===== src/kpcf_pkg.sv =====
// ============================================================================
// kpcf_pkg
// Shared types and constants of the keypad press command framer.
// ============================================================================
package kpcf_pkg;

    localparam int unsigned KEY_W   = 3;
    localparam int unsigned ROCK_W  = 2;
    localparam int unsigned HOLD_W  = 5;
    localparam int unsigned GEAR_W  = 3;
    localparam int unsigned CMD_W   = 4;
    localparam int unsigned BYTE_W  = 8;
    localparam int unsigned IDX_W   = 3;
    localparam int unsigned ADDR_W  = 4;
    localparam int unsigned DATA_W  = 32;

    localparam logic [KEY_W-1:0]  KEY_NONE     = 3'd0;
    localparam logic [KEY_W-1:0]  KEY_DIR_LAST = 3'd4;

    localparam logic [ROCK_W-1:0] ROCK_NEUTRAL = 2'd0;
    localparam logic [ROCK_W-1:0] ROCK_UP      = 2'd1;
    localparam logic [ROCK_W-1:0] ROCK_DOWN    = 2'd2;

    localparam logic [HOLD_W-1:0] HOLD_SAT     = 5'd31;

    localparam logic [CMD_W-1:0]  CMD_LONG_OFS = 4'd7;
    localparam logic [CMD_W-1:0]  CMD_GEAR_UP  = 4'd8;
    localparam logic [CMD_W-1:0]  CMD_GEAR_DN  = 4'd9;

    localparam logic [BYTE_W-1:0] FRM_SYNC     = 8'h55;
    localparam logic [BYTE_W-1:0] FRM_LEN      = 8'h05;
    localparam logic [BYTE_W-1:0] FRM_TYPE     = 8'h06;
    localparam logic [BYTE_W-1:0] FRM_ARG      = 8'h01;
    localparam logic [BYTE_W-1:0] FRM_PAD      = 8'h00;

    localparam logic [IDX_W-1:0]  IDX_SYNC     = 3'd0;
    localparam logic [IDX_W-1:0]  IDX_LEN      = 3'd1;
    localparam logic [IDX_W-1:0]  IDX_TYPE     = 3'd2;
    localparam logic [IDX_W-1:0]  IDX_CMD      = 3'd3;
    localparam logic [IDX_W-1:0]  IDX_ARG      = 3'd4;
    localparam logic [IDX_W-1:0]  IDX_LAST     = 3'd5;

    localparam logic [1:0] REG_SHORT_LIMIT = 2'd0;
    localparam logic [1:0] REG_LONG_LIMIT  = 2'd1;
    localparam logic [1:0] REG_GEAR_MIN    = 2'd2;
    localparam logic [1:0] REG_GEAR_MAX    = 2'd3;

    localparam logic [HOLD_W-1:0] SHORT_LIMIT_RST = 5'd10;
    localparam logic [HOLD_W-1:0] LONG_LIMIT_RST  = 5'd20;
    localparam logic [GEAR_W-1:0] GEAR_MIN_RST    = 3'd1;
    localparam logic [GEAR_W-1:0] GEAR_MAX_RST    = 3'd7;
    localparam logic [GEAR_W-1:0] GEAR_RST        = 3'd5;

    typedef struct packed {
        logic [HOLD_W-1:0] short_limit;
        logic [HOLD_W-1:0] long_limit;
        logic [GEAR_W-1:0] gear_min;
        logic [GEAR_W-1:0] gear_max;
    } cfg_t;

    // one accepted tick that produces one or two frames
    typedef struct packed {
        logic              two;
        logic [CMD_W-1:0]  cmd_a;
        logic [CMD_W-1:0]  cmd_b;
        logic [GEAR_W-1:0] gear;
    } job_t;

endpackage


===== src/kpcf_cfg_regs.sv =====
// ============================================================================
// kpcf_cfg_regs
// APB-style register file for hold limits and gear limits.
// ============================================================================
module kpcf_cfg_regs
(
    input  logic                         clk,
    input  logic                         rst_n,
    input  logic                         psel,
    input  logic                         penable,
    input  logic                         pwrite,
    input  logic [kpcf_pkg::ADDR_W-1:0]  paddr,
    input  logic [kpcf_pkg::DATA_W-1:0]  pwdata,
    output logic [kpcf_pkg::DATA_W-1:0]  prdata,
    output logic                         pready,
    output kpcf_pkg::cfg_t               cfg
);

    kpcf_pkg::cfg_t cfg_reg;
    logic           wr_en;
    logic           aligned;
    logic [1:0]     reg_sel;

    assign pready  = 1'b1;
    assign aligned = (paddr[1:0] == 2'd0);
    assign reg_sel = paddr[3:2];
    assign wr_en   = psel && penable && pwrite;
    assign cfg     = cfg_reg;

    always_ff @(posedge clk or negedge rst_n)
    begin
        if (!rst_n)
        begin
            cfg_reg.short_limit <= kpcf_pkg::SHORT_LIMIT_RST;
            cfg_reg.long_limit  <= kpcf_pkg::LONG_LIMIT_RST;
            cfg_reg.gear_min    <= kpcf_pkg::GEAR_MIN_RST;
            cfg_reg.gear_max    <= kpcf_pkg::GEAR_MAX_RST;
        end
        else if (wr_en)
        begin
            unique case (reg_sel)
                kpcf_pkg::REG_SHORT_LIMIT: cfg_reg.short_limit <= pwdata[kpcf_pkg::HOLD_W-1:0];
                kpcf_pkg::REG_LONG_LIMIT:  cfg_reg.long_limit  <= pwdata[kpcf_pkg::HOLD_W-1:0];
                kpcf_pkg::REG_GEAR_MIN:    cfg_reg.gear_min    <= pwdata[kpcf_pkg::GEAR_W-1:0];
                kpcf_pkg::REG_GEAR_MAX:    cfg_reg.gear_max    <= pwdata[kpcf_pkg::GEAR_W-1:0];
                default: ;
            endcase
        end
    end

    always_comb
    begin
        prdata = '0;
        if (aligned)
        begin
            unique case (reg_sel)
                kpcf_pkg::REG_SHORT_LIMIT: prdata[kpcf_pkg::HOLD_W-1:0] = cfg_reg.short_limit;
                kpcf_pkg::REG_LONG_LIMIT:  prdata[kpcf_pkg::HOLD_W-1:0] = cfg_reg.long_limit;
                kpcf_pkg::REG_GEAR_MIN:    prdata[kpcf_pkg::GEAR_W-1:0] = cfg_reg.gear_min;
                kpcf_pkg::REG_GEAR_MAX:    prdata[kpcf_pkg::GEAR_W-1:0] = cfg_reg.gear_max;
                default: ;
            endcase
        end
    end

endmodule


===== src/kpcf_press_logic.sv =====
// ============================================================================
// kpcf_press_logic
// Input register plus key hold / rocker state update; emits at most one job per tick.
// ============================================================================
module kpcf_press_logic
(
    input  logic                         clk,
    input  logic                         rst_n,
    input  logic                         in_valid,
    output logic                         in_ready,
    input  logic [kpcf_pkg::KEY_W-1:0]   key_code,
    input  logic [kpcf_pkg::ROCK_W-1:0]  rocker,
    input  kpcf_pkg::cfg_t               cfg,
    output logic                         job_valid,
    input  logic                         job_ready,
    output kpcf_pkg::job_t               job
);

    logic                         in_valid_reg;
    logic [kpcf_pkg::KEY_W-1:0]   key_reg;
    logic [kpcf_pkg::ROCK_W-1:0]  rock_reg;

    logic [kpcf_pkg::HOLD_W-1:0]  hold_count_reg, hold_count_next;
    logic                         long_sent_reg, long_sent_next;
    logic [kpcf_pkg::KEY_W-1:0]   pending_key_reg, pending_key_next;
    logic [kpcf_pkg::GEAR_W-1:0]  speed_gear_reg, speed_gear_next;
    logic                         rocker_armed_reg, rocker_armed_next;

    logic [kpcf_pkg::HOLD_W-1:0]  hold_inc;
    logic [kpcf_pkg::GEAR_W:0]    gear_up;
    logic [kpcf_pkg::GEAR_W-1:0]  gear_dn;
    logic                         key_emit;
    logic                         rock_emit;
    logic [kpcf_pkg::CMD_W-1:0]   key_cmd;
    logic [kpcf_pkg::CMD_W-1:0]   rock_cmd;
    logic                         has_frame;
    logic                         commit;

    always_comb
    begin
        hold_count_next   = hold_count_reg;
        long_sent_next    = long_sent_reg;
        pending_key_next  = pending_key_reg;
        speed_gear_next   = speed_gear_reg;
        rocker_armed_next = rocker_armed_reg;
        key_emit          = 1'b0;
        rock_emit         = 1'b0;
        key_cmd           = '0;
        rock_cmd          = '0;
        hold_inc = (hold_count_reg < kpcf_pkg::HOLD_SAT) ?
                   hold_count_reg + kpcf_pkg::HOLD_W'(1) : hold_count_reg;
        gear_up  = {1'b0, speed_gear_reg} + (kpcf_pkg::GEAR_W+1)'(1);
        gear_dn  = speed_gear_reg - kpcf_pkg::GEAR_W'(1);

        if (key_reg != kpcf_pkg::KEY_NONE)
        begin
            if (key_reg <= kpcf_pkg::KEY_DIR_LAST)
            begin
                pending_key_next = key_reg;
            end
            else
            begin
                hold_count_next = hold_inc;
                if (hold_inc < cfg.short_limit)
                begin
                    pending_key_next = key_reg;
                end
                else if (hold_inc > cfg.long_limit)
                begin
                    hold_count_next = cfg.long_limit + kpcf_pkg::HOLD_W'(1);
                    if (!long_sent_reg)
                    begin
                        key_emit = 1'b1;
                        key_cmd  = {1'b0, key_reg} + kpcf_pkg::CMD_LONG_OFS;
                    end
                    long_sent_next = 1'b1;
                end
                else
                begin
                    pending_key_next = kpcf_pkg::KEY_NONE;
                end
            end
        end
        else
        begin
            hold_count_next = '0;
            long_sent_next  = 1'b0;
            if (pending_key_reg != kpcf_pkg::KEY_NONE)
            begin
                key_emit = 1'b1;
                key_cmd  = {1'b0, pending_key_reg};
            end
            pending_key_next = kpcf_pkg::KEY_NONE;
        end

        case (rock_reg)
            kpcf_pkg::ROCK_UP:
            begin
                if (rocker_armed_reg)
                begin
                    speed_gear_next   = (gear_up > {1'b0, cfg.gear_max}) ?
                                        cfg.gear_max : gear_up[kpcf_pkg::GEAR_W-1:0];
                    rock_emit         = 1'b1;
                    rock_cmd          = kpcf_pkg::CMD_GEAR_UP;
                    rocker_armed_next = 1'b0;
                end
            end
            kpcf_pkg::ROCK_DOWN:
            begin
                if (rocker_armed_reg)
                begin
                    // gear zero would go negative: clamp to minimum
                    speed_gear_next   = (speed_gear_reg == '0 || gear_dn < cfg.gear_min) ?
                                        cfg.gear_min : gear_dn;
                    rock_emit         = 1'b1;
                    rock_cmd          = kpcf_pkg::CMD_GEAR_DN;
                    rocker_armed_next = 1'b0;
                end
            end
            kpcf_pkg::ROCK_NEUTRAL:
            begin
                rocker_armed_next = 1'b1;
            end
            default: ;
        endcase
    end

    assign has_frame = key_emit || rock_emit;
    assign commit    = in_valid_reg && (!has_frame || job_ready);
    assign in_ready  = !in_valid_reg || commit;
    assign job_valid = in_valid_reg && has_frame;

    assign job.two   = key_emit && rock_emit;
    assign job.cmd_a = key_emit ? key_cmd : rock_cmd;
    assign job.cmd_b = rock_cmd;
    assign job.gear  = speed_gear_next;

    always_ff @(posedge clk or negedge rst_n)
    begin
        if (!rst_n)
        begin
            in_valid_reg     <= 1'b0;
            hold_count_reg   <= '0;
            long_sent_reg    <= 1'b0;
            pending_key_reg  <= kpcf_pkg::KEY_NONE;
            speed_gear_reg   <= kpcf_pkg::GEAR_RST;
            rocker_armed_reg <= 1'b1;
        end
        else
        begin
            if (in_ready)
            begin
                in_valid_reg <= in_valid;
            end
            if (commit)
            begin
                hold_count_reg   <= hold_count_next;
                long_sent_reg    <= long_sent_next;
                pending_key_reg  <= pending_key_next;
                speed_gear_reg   <= speed_gear_next;
                rocker_armed_reg <= rocker_armed_next;
            end
        end
    end

    always_ff @(posedge clk)
    begin
        if (in_valid && in_ready)
        begin
            key_reg  <= key_code;
            rock_reg <= rocker;
        end
    end

endmodule


===== src/kpcf_frame_ser.sv =====
// ============================================================================
// kpcf_frame_ser
// Job register and byte sequencer: sends one or two six-byte frames per job.
// ============================================================================
module kpcf_frame_ser
(
    input  logic                         clk,
    input  logic                         rst_n,
    input  logic                         job_valid,
    output logic                         job_ready,
    input  kpcf_pkg::job_t               job,
    output logic                         out_valid,
    input  logic                         out_ready,
    output logic [kpcf_pkg::BYTE_W-1:0]  frame_byte,
    output logic [kpcf_pkg::IDX_W-1:0]   byte_index,
    output logic                         last_byte,
    output logic [kpcf_pkg::GEAR_W-1:0]  gear
);

    kpcf_pkg::job_t               job_reg;
    logic                         busy_reg;
    logic                         sel_reg;
    logic [kpcf_pkg::IDX_W-1:0]   idx_reg;
    logic [kpcf_pkg::CMD_W-1:0]   cur_cmd;
    logic                         frame_end;
    logic                         done;
    logic                         load;

    assign cur_cmd   = sel_reg ? job_reg.cmd_b : job_reg.cmd_a;
    assign frame_end = (idx_reg == kpcf_pkg::IDX_LAST);
    assign last_byte = frame_end && (sel_reg || !job_reg.two);
    assign done      = busy_reg && out_ready && last_byte;
    assign job_ready = !busy_reg || done;
    assign load      = job_valid && job_ready;

    assign out_valid  = busy_reg;
    assign byte_index = idx_reg;
    assign gear       = job_reg.gear;

    always_comb
    begin
        case (idx_reg)
            kpcf_pkg::IDX_SYNC: frame_byte = kpcf_pkg::FRM_SYNC;
            kpcf_pkg::IDX_LEN:  frame_byte = kpcf_pkg::FRM_LEN;
            kpcf_pkg::IDX_TYPE: frame_byte = kpcf_pkg::FRM_TYPE;
            kpcf_pkg::IDX_CMD:  frame_byte = {{(kpcf_pkg::BYTE_W-kpcf_pkg::CMD_W){1'b0}}, cur_cmd};
            kpcf_pkg::IDX_ARG:  frame_byte = kpcf_pkg::FRM_ARG;
            default:            frame_byte = kpcf_pkg::FRM_PAD;
        endcase
    end

    always_ff @(posedge clk or negedge rst_n)
    begin
        if (!rst_n)
        begin
            busy_reg <= 1'b0;
            sel_reg  <= 1'b0;
            idx_reg  <= kpcf_pkg::IDX_SYNC;
        end
        else if (load)
        begin
            busy_reg <= 1'b1;
            sel_reg  <= 1'b0;
            idx_reg  <= kpcf_pkg::IDX_SYNC;
        end
        else if (done)
        begin
            busy_reg <= 1'b0;
        end
        else if (busy_reg && out_ready)
        begin
            if (frame_end)
            begin
                sel_reg <= 1'b1;
                idx_reg <= kpcf_pkg::IDX_SYNC;
            end
            else
            begin
                idx_reg <= idx_reg + kpcf_pkg::IDX_W'(1);
            end
        end
    end

    always_ff @(posedge clk)
    begin
        if (load)
        begin
            job_reg <= job;
        end
    end

    a_idx_range: assert property (@(posedge clk) disable iff (!rst_n)
        busy_reg |-> idx_reg <= kpcf_pkg::IDX_LAST)
        else $error("byte index out of frame");

    a_load_start: assert property (@(posedge clk) disable iff (!rst_n)
        load |=> busy_reg && idx_reg == kpcf_pkg::IDX_SYNC && !sel_reg)
        else $error("job load did not restart sequencer");

    a_step: assert property (@(posedge clk) disable iff (!rst_n)
        busy_reg && out_ready && !frame_end |=> idx_reg == $past(idx_reg) + kpcf_pkg::IDX_W'(1))
        else $error("byte index skipped");

    a_second_frame: assert property (@(posedge clk) disable iff (!rst_n)
        busy_reg && sel_reg |-> job_reg.two)
        else $error("second frame without two-frame job");

    a_done_free: assert property (@(posedge clk) disable iff (!rst_n)
        done && !job_valid |=> !busy_reg)
        else $error("sequencer stayed busy after last byte");

endmodule


===== src/keypad_press_command_framer_core.sv =====
// ============================================================================
// keypad_press_command_framer_core
// Keypad / joystick poll ticks in, six-byte command frames out.
// ============================================================================
// Usage:
//   Input channel (in_valid/in_ready, key_code, rocker): one request per poll
//   tick. Output channel (out_valid/out_ready): one frame byte per request,
//   zero, six or twelve bytes per tick; last_byte marks the final byte of a
//   tick and gear carries the speed gear after that tick.
//   Configuration registers (APB, 4-byte stride): short_limit, long_limit,
//   gear_min, gear_max; write only while idle.
//   Path: a tick is held in the input register, then its job is loaded into
//   the job register, which drives the bytes. Bytes leave one per cycle
//   while out_ready is high. A tick producing no frame does not wait for
//   the output sequencer; otherwise the next tick is taken while the
//   current job drains its last byte.
//   Reset: gear 5, rocker armed, no key pending, limits 10/20/1/7.
//   A stalled receiver holds the current byte; at most one further tick
//   waits in the input register, and in_ready drops behind it.
// ============================================================================
module keypad_press_command_framer_core
(
    input  logic                         clk,
    input  logic                         rst_n,
    input  logic                         psel,
    input  logic                         penable,
    input  logic                         pwrite,
    input  logic [kpcf_pkg::ADDR_W-1:0]  paddr,
    input  logic [kpcf_pkg::DATA_W-1:0]  pwdata,
    output logic [kpcf_pkg::DATA_W-1:0]  prdata,
    output logic                         pready,
    input  logic                         in_valid,
    output logic                         in_ready,
    input  logic [kpcf_pkg::KEY_W-1:0]   key_code,
    input  logic [kpcf_pkg::ROCK_W-1:0]  rocker,
    output logic                         out_valid,
    input  logic                         out_ready,
    output logic [kpcf_pkg::BYTE_W-1:0]  frame_byte,
    output logic [kpcf_pkg::IDX_W-1:0]   byte_index,
    output logic                         last_byte,
    output logic [kpcf_pkg::GEAR_W-1:0]  gear
);

    kpcf_pkg::cfg_t cfg;
    kpcf_pkg::job_t job;
    logic           job_valid;
    logic           job_ready;

    kpcf_cfg_regs u_cfg
    (
        .clk     (clk),
        .rst_n   (rst_n),
        .psel    (psel),
        .penable (penable),
        .pwrite  (pwrite),
        .paddr   (paddr),
        .pwdata  (pwdata),
        .prdata  (prdata),
        .pready  (pready),
        .cfg     (cfg)
    );

    kpcf_press_logic u_press
    (
        .clk       (clk),
        .rst_n     (rst_n),
        .in_valid  (in_valid),
        .in_ready  (in_ready),
        .key_code  (key_code),
        .rocker    (rocker),
        .cfg       (cfg),
        .job_valid (job_valid),
        .job_ready (job_ready),
        .job       (job)
    );

    kpcf_frame_ser u_ser
    (
        .clk        (clk),
        .rst_n      (rst_n),
        .job_valid  (job_valid),
        .job_ready  (job_ready),
        .job        (job),
        .out_valid  (out_valid),
        .out_ready  (out_ready),
        .frame_byte (frame_byte),
        .byte_index (byte_index),
        .last_byte  (last_byte),
        .gear       (gear)
    );

endmodule

===== config.mk =====
export PLATFORM = sky130hd
export DESIGN_NAME = keypad_press_command_framer_core
export DESIGN_NICKNAME = d
export VERILOG_FILES = /design/src/kpcf_pkg.sv /design/src/kpcf_cfg_regs.sv /design/src/kpcf_press_logic.sv /design/src/kpcf_frame_ser.sv /design/src/keypad_press_command_framer_core.sv
export SDC_FILE = /design/constraint.sdc
export NUM_CORES = 1
export LEC_CHECK = 0
export BUFFER_PORTS_ARGS = -buffer_cell sky130_fd_sc_hd__buf_2
export CORE_ASPECT_RATIO = 1.4
export CORE_MARGIN = 2
export CORE_UTILIZATION = 25
export CTS_CLUSTER_DIAMETER = 60
export DETAILED_ROUTE_END_ITERATION = 10
export GPL_ROUTABILITY_DRIVEN = 1
export MAX_ROUTING_LAYER = met4
export PLACE_DENSITY_LB_ADDON = 0.3
export SETUP_SLACK_MARGIN = 0.2
export SYNTH_ARGS = -nofsm -noshare
export SYNTH_HDL_FRONTEND = slang
export SYNTH_SLANG_ARGS = --single-unit

===== constraint.sdc =====
create_clock -name clk -period 3.1 [get_ports clk]
set_input_delay 0.465 -clock clk [delete_from_list [all_inputs] [get_ports clk]]
set_output_delay 0.465 -clock clk [all_outputs]
set_load 0.05 [all_outputs]

Word level (Yosys, flattened, before mapping)
Index checks and enable logic that the tools add are counted.
{"block": "classes", "n_addsub": 6, "order_cmp": 6, "eq_ne": 15, "n_mux": 52, "n_reduce_logical": 42}
{"cell": "3-bit 2-to-1 mux", "n": 13}
{"cell": "4-bit 2-to-1 mux", "n": 9}
{"cell": "7-bit one-hot mux with 5 select lines", "n": 1}
{"cell": "5-bit 2-to-1 mux", "n": 6}
{"cell": "1-bit 2-to-1 mux", "n": 18}
{"cell": "2-bit AND reduction", "n": 8}
{"cell": "3-bit one-hot mux with 4 select lines", "n": 1}
{"cell": "5-bit by 1-bit adder with 5-bit output (second input constant)", "n": 2}
{"cell": "1-bit logical AND", "n": 10}
{"cell": "2-bit inequality test (second input constant)", "n": 4}
{"cell": "4-bit one-hot mux with 2 select lines", "n": 1}
{"cell": "2-bit nonzero test", "n": 4}
{"cell": "2-bit == test (second input constant)", "n": 3}
{"cell": "3-bit by 2-bit == test with 1-bit output (second input constant)", "n": 2}
{"cell": "3-bit == test (second input constant)", "n": 2}
{"cell": "2-bit logical NOT", "n": 3}
{"cell": "3-bit logical NOT", "n": 2}
{"cell": "1-bit logical OR", "n": 6}
{"cell": "3-bit one-hot mux with 2 select lines", "n": 1}
{"cell": "3-bit nonzero test", "n": 2}
{"cell": "5-bit > comparator", "n": 1}
{"cell": "5-bit < comparator", "n": 1}
{"cell": "5-bit < comparator (second input constant)", "n": 1}
{"cell": "3-bit by 1-bit adder with 4-bit output (second input constant)", "n": 1}
{"cell": "other kinds (15)", "n": 19}
{"block": "word_totals", "ff_bits": 52, "out_inout_bits": 50, "elab_cells": 140}

Depth between registers and ports, before layout
{"block": "logic_depth", "depth_word": 13, "mapped_depth": 12}

Cells and area by module
A second synthesis with hierarchy kept.
{"block": "unflattened", "hier_cells": 365, "area_unflattened_um2": 3808.7}
{"mod": "kpcf_press_logic", "instances": 1, "cells_each": 218, "area_each_um2": 1958.1, "seq_area_each_um2": 504.2}
{"mod": "kpcf_cfg_regs", "instances": 1, "cells_each": 82, "area_each_um2": 1022.2, "seq_area_each_um2": 410.4}
{"mod": "kpcf_frame_ser", "instances": 1, "cells_each": 65, "area_each_um2": 828.3, "seq_area_each_um2": 485.5}

Worst setup path before layout
Ideal clock, no wire load.
{"block": "synth_path", "path_type": "register to output", "startpoint": "reg u_ser.idx_reg (netlist bit u_ser.byte_index[1])", "endpoint": "out frame_byte[2] in the netlist's numbering", "arrival_ns": 2.681, "required_time_ns": 2.635, "path_slack_ns": -0.046, "stages_incl_launch_ff": 9, "cell_sequence": "dfrtp_1 > clkbuf_1 > and2_1 > ha_1 > nor2b_1 > nand2_1 > nor2_1 > nor2_1 > o21ai_0"}
{"block": "synth_between", "elab_chain_len": 2}
{"item": "from (decl)", "line": "kpcf_frame_ser.sv:23", "rtl": "logic [kpcf_pkg::IDX_W-1:0] idx_reg;"}
{"item": "from (signal assigned)", "line": "kpcf_frame_ser.sv:58", "rtl": "idx_reg <= kpcf_pkg::IDX_SYNC;"}
{"item": "from (signal assigned)", "line": "kpcf_frame_ser.sv:64", "rtl": "idx_reg <= kpcf_pkg::IDX_SYNC;"}
{"item": "from (signal assigned)", "line": "kpcf_frame_ser.sv:75", "rtl": "idx_reg <= kpcf_pkg::IDX_SYNC;"}
{"item": "3-bit == test, or another cell as far along", "line": "kpcf_frame_ser.sv:42", "rtl": "case (idx_reg)"}
{"item": "7-bit one-hot mux with 5 select lines (*)", "line": "kpcf_frame_ser.sv:42"}
{"item": "to (decl)", "line": "keypad_press_command_framer_core.sv:38", "rtl": "output logic [kpcf_pkg::BYTE_W-1:0] frame_byte,"}
Mark *: on every way between the ends. The rest lies on a longest branch, timed or not.

Final worst setup path
{"block": "layout_path", "startpoint": "reg u_press.hold_count_reg[0] in the netlist's numbering", "endpoint": "out in_ready"}
{"block": "layout_between", "elab_chain_len": 12}
{"item": "from (decl)", "line": "kpcf_press_logic.sv:23", "rtl": "logic [kpcf_pkg::HOLD_W-1:0] hold_count_reg, hold_count_next;"}
{"item": "from (signal assigned)", "line": "kpcf_press_logic.sv:157", "rtl": "hold_count_reg <= hold_count_next;"}
{"item": "5-bit by 1-bit adder with 5-bit output / 5-bit < comparator (equally long branches)", "line": "kpcf_press_logic.sv:51, kpcf_press_logic.sv:50"}
{"item": "5-bit 2-to-1 mux (*)", "line": "kpcf_press_logic.sv:50", "rtl": "hold_inc = (hold_count_reg < kpcf_pkg::HOLD_SAT) ?"}
{"item": "5-bit > comparator", "line": "kpcf_press_logic.sv:68", "rtl": "else if (hold_inc > cfg.long_limit)"}
{"item": "1-bit 2-to-1 mux", "line": "kpcf_press_logic.sv:68"}
{"item": "1-bit 2-to-1 mux (*)", "line": "kpcf_press_logic.sv:64", "rtl": "if (hold_inc < cfg.short_limit)"}
{"item": "1-bit 2-to-1 mux (*)", "line": "kpcf_press_logic.sv:57", "rtl": "if (key_reg <= kpcf_pkg::KEY_DIR_LAST)"}
{"item": "1-bit 2-to-1 mux (*)", "line": "kpcf_press_logic.sv:55", "rtl": "if (key_reg != kpcf_pkg::KEY_NONE)"}
{"item": "1-bit logical OR (*)", "line": "kpcf_press_logic.sv:128", "rtl": "assign has_frame = key_emit || rock_emit;"}
{"item": "1-bit logical NOT (*)", "line": "kpcf_press_logic.sv:129", "rtl": "assign commit = in_valid_reg && (!has_frame || job_ready);"}
{"item": "1-bit logical OR (*)", "line": "kpcf_press_logic.sv:129"}
{"item": "1-bit logical AND (*)", "line": "kpcf_press_logic.sv:129"}
{"item": "1-bit logical OR (*)", "line": "kpcf_press_logic.sv:130", "rtl": "assign in_ready = !in_valid_reg || commit;"}
{"item": "to (decl)", "line": "keypad_press_command_framer_core.sv:33", "rtl": "output logic in_ready,"}
Marks and branches as above.

==> results.sh <==
export IMPL_run_status="completed"
export IMPL_p_sw_mw=2.03
export IMPL_crit_top_cell="ha_4"
export IMPL_fin_crit_ns=3.08
export IMPL_cpMaxStageDelayCell="dfrtp_2"
export IMPL_clk_latency_ns=0.29
export IMPL_syn_cell_area_um2=3580
export IMPL_worst_slack_ns=0.0200
export IMPL_dp_cells=595
export IMPL_drt_vias_per_instance=4.55
export IMPL_hold_viol_final=0
export IMPL_leakagePower_nw=1.96
export IMPL_first_pass_iters=4
export IMPL_grt_pass1_wl_um=13700
export IMPL_grt_ovfl_total=0
export IMPL_fp_dieArea_um2=15300
export IMPL_setup_viol=0
export IMPL_num_vias=2801
export IMPL_worstMarginPinSlew_ns=0.864
export IMPL_r2r_cells=14
export IMPL_avgSynthCellArea_um2=9.69
export IMPL_p_int_mw=2.41
export IMPL_initial_core_util_pct=25.7
export IMPL_crit_type="flop to primary output"
export IMPL_pwr_share_comb_pct=61.1
export IMPL_hold_path_class="primary input to asynchronous set/reset pin"
export IMPL_core_um2=14000
export IMPL_n_antenna_cell=0
export IMPL_slew_viol_final=0
export IMPL_detail_route_antenna_nets=0
export IMPL_final_core_util_pct=31.2
export IMPL_reg2reg_from="u_press.hold_count_reg[0]$_DFFE_PN0P_"
export IMPL_yosysWarnings=0
export IMPL_crit_buf_inv=2
export IMPL_largest_reg_flops=16
export IMPL_path_clk_slew_ns=0.07
export IMPL_slew_headroom_pct=42.4
export IMPL_path_delay_family="compound AO/OA/AOI/OAI gates"
export IMPL_dieHeight_um=146
export IMPL_cp_start_kind="flop"
export IMPL_antenna_found_initial=0
export IMPL_numCtsBuffers=5
export IMPL_r2r_end="u_ser.job_reg[3]$_DFFE_PP_"
export IMPL_syn_to_final_growth_pct=21.8
export IMPL_ios=98
export IMPL_crit_fanout=7
export IMPL_max_freq_mhz=325
export IMPL_row_count=51
export IMPL_dpl_hpwl_um=6340
export IMPL_synth_main_ff_cell="dfrtp_1"
export IMPL_post_route_period_util_pct=99.4
export IMPL_layout_drive_gt1_share_pct=32.0
export IMPL_clockBufferDepth=2
export IMPL_ir_drop_uv=480
export IMPL_syn_instance_count=370
export IMPL_worstPathCellList="ha_4, nand3_2, mux2i_1, buf_4, ha_4, nand4_1, o21ai_2, o22a_2, a21o_1, nand3_4, buf_8"
export IMPL_finalNonFillerCells=616
export IMPL_drc=0
export IMPL_place_congestion=0.858
export IMPL_synth_seq_cells=50
export IMPL_async_flop_share_pct=70.0
export IMPL_cts_root_buf="clkbuf_16"
export IMPL_postRouteWirelength_um=8410
export IMPL_skew_ns=0.00735
export IMPL_routedWlPerCell_um=13.6
export IMPL_grt_max_degree=36
export IMPL_p_sw_share_pct=45.8
export IMPL_die_w_um=105
export IMPL_rsz0062_at_grt="yes"
export IMPL_worst_ep_required_time_ns=2.63
export IMPL_port_buffer_count=40
export IMPL_yosysSeqAreaShare_pct=37.4
export IMPL_regToRegSetupSlack_ns=0.16
export IMPL_cts_tree="done"
export IMPL_timing_max_cap_violations=0
export IMPL_powerDensity_nw_per_um2=1020
export IMPL_nNetsFinal=505
export IMPL_synth_cell_types=62
export IMPL_dr_first_iter_drc_count=78
export IMPL_crit_arrival_ns=2.61
export IMPL_synth_edff_count=15
export IMPL_clockPowerShare_pct=12.8
export IMPL_clkSinkCount=50
export IMPL_grt_usage_pct=11.4
export IMPL_endpoint_kind="primary output"
export IMPL_power_frac_seq_pct=26.2
export IMPL_grt_pass1_vias=2770
export IMPL_pre_cts_ws_ns=0.129
export IMPL_crit_path_max_incr_delay_ns=0.46
export IMPL_htree_levels=2
cells in the mapped netlist, drive strengths merged, types with 3 or more instances:
master,n,area [um2]
inv,34,128
nand2b,4,25.0
o21ai,21,105
clkbuf,4,15.0
nand3,9,45.0
buf,38,282
nor2b,3,18.8
and3,3,18.8
o22ai,3,18.8
ha,27,338
a32oi,3,26.3
a211oi,4,35.0
nor3,7,35.0
dfrtp,24,601
mux4,3,67.6
nand2,34,128
a21o,5,37.5
a2bb2oi,3,26.3
xnor2,3,26.3
edfxtp,15,450
mux2i,10,100
dfstp,11,289
nor2,19,71.3
a31oi,6,43.8
mux2,16,188
and2,5,31.3
nor3b,4,35.0
a211o,4,35.0
a21oi,19,114
power by group through the flow:
stage          sequential, mW  combinational (mW)  clock, mW
2_1_floorplan            1.13                1.76          0
3_3_place_gp             1.15                2.27          0
3_5_place_dp             1.15                2.30          0
4_1_cts                  1.15                2.47      0.587
5_1_grt                  1.19                2.97      0.613
6_report                 1.16                2.71      0.567
timing repair:
action,4_1_cts,5_1_grt
cloned,0,0
hold endpoints to repair,0,0
resized for setup,15,19
hold buffers,0,0
pin swaps,8,10
buffers inserted,5,8
setup endpoints to repair,21,36
metal layers:
layer  routed length [um]  track usage [%]  vias up
li1                     -                -     1368
met4                  201             4.87        0
met5                    0                -        -
met3                  333             1.97       13
met2                 4230             19.3       77
met1                 3640             13.2     1343
cells by family (layout without fill, tap and decap cells):
group	after synthesis	in the layout	synth area share, %
mux	29	29	9.91
simple gates	97	97	13.1
buf+inv	76	109	11.8
flops	50	50	37.4
compound gates	84	84	16.9
fa+ha+maj	27	27	9.42
other cells	2	30	0.210
xor+xnor	5	5	1.22
layout make-up:
type,instances,area [um2]
Multi-Input combinational cell,272,2080
Clock buffer,6,139
Inverter,34,128
Fill cell,1448,9610
Sequential cell,50,1340
Tap cell,185,231
Timing Repair Buffer,67,428
Clock inverter,2,12.5
cells in the final DEF, fill, tap and decap left out, types with 4 or more instances in the layout:
| cell type | Yosys | layout |
|---|---|---|
| buf_2 | 3 | 39 |
| nand2_1 | 34 | 34 |
| inv_1 | 33 | 33 |
| conb_1 | 2 | 30 |
| buf_4 | 34 | 23 |
| ha_1 | 27 | 22 |
| dfrtp_1 | 24 | 21 |
| o21ai_0 | 21 | 19 |
| nor2_1 | 19 | 16 |
| edfxtp_1 | 15 | 15 |
| a21oi_1 | 16 | 14 |
| mux2_2 | 13 | 11 |
| dfstp_2 | 11 | 11 |
| mux2i_1 | 10 | 10 |
| nor3_1 | 7 | 6 |
| nand3_1 | 9 | 6 |
| and2_1 | 5 | 5 |
| a21o_1 | 5 | 5 |
| ha_4 | 0 | 5 |
| clkbuf_16 | 0 | 5 |
| a31oi_1 | 5 | 4 |
| mux2_4 | 2 | 4 |
| a211o_1 | 4 | 4 |
| nand2b_1 | 4 | 4 |
| buf_6 | 1 | 4 |
through the flow:
stage | TNS (ns) | instance area, um2 | power (mW) | hold slack (ns)
6_report | 0 | 4370 | 4.43 | 0.292
5_1_grt | -0.0692 | 4370 | 4.77 | 0.336
4_1_cts | 0 | 4200 | 4.20 | 0.316
3_5_place_dp | 0 | 3940 | 3.45 | 0.525
3_3_place_gp | 0 | 3940 | 3.42 | 0.519
2_1_floorplan | 0 | 3700 | 2.90 | 0.169
worst max-delay path by stage:
stage / from / end / slack, ns / cells after the start
2_1_floorplan: u_ser.byte_index[1]$_DFFE_PN0P_ / frame_byte[0] / 0.20 / 5
3_3_place_gp: u_press.hold_count_reg[0]$_DFFE_PN0P_ / in_ready / 0.17 / 11
3_5_place_dp: u_press.hold_count_reg[0]$_DFFE_PN0P_ / u_ser.job_reg[8]$_SDFFCE_PP0P_ / 0.13 / 13
4_1_cts: u_press.hold_count_reg[1]$_DFFE_PN0P_ / in_ready / 0.02 / 11
5_1_grt: u_press.hold_count_reg[0]$_DFFE_PN0P_ / in_ready / -0.07 / 11
6_report: u_press.hold_count_reg[0]$_DFFE_PN0P_ / in_ready / 0.02 / 11
Power figures use the tool's default switching activity.
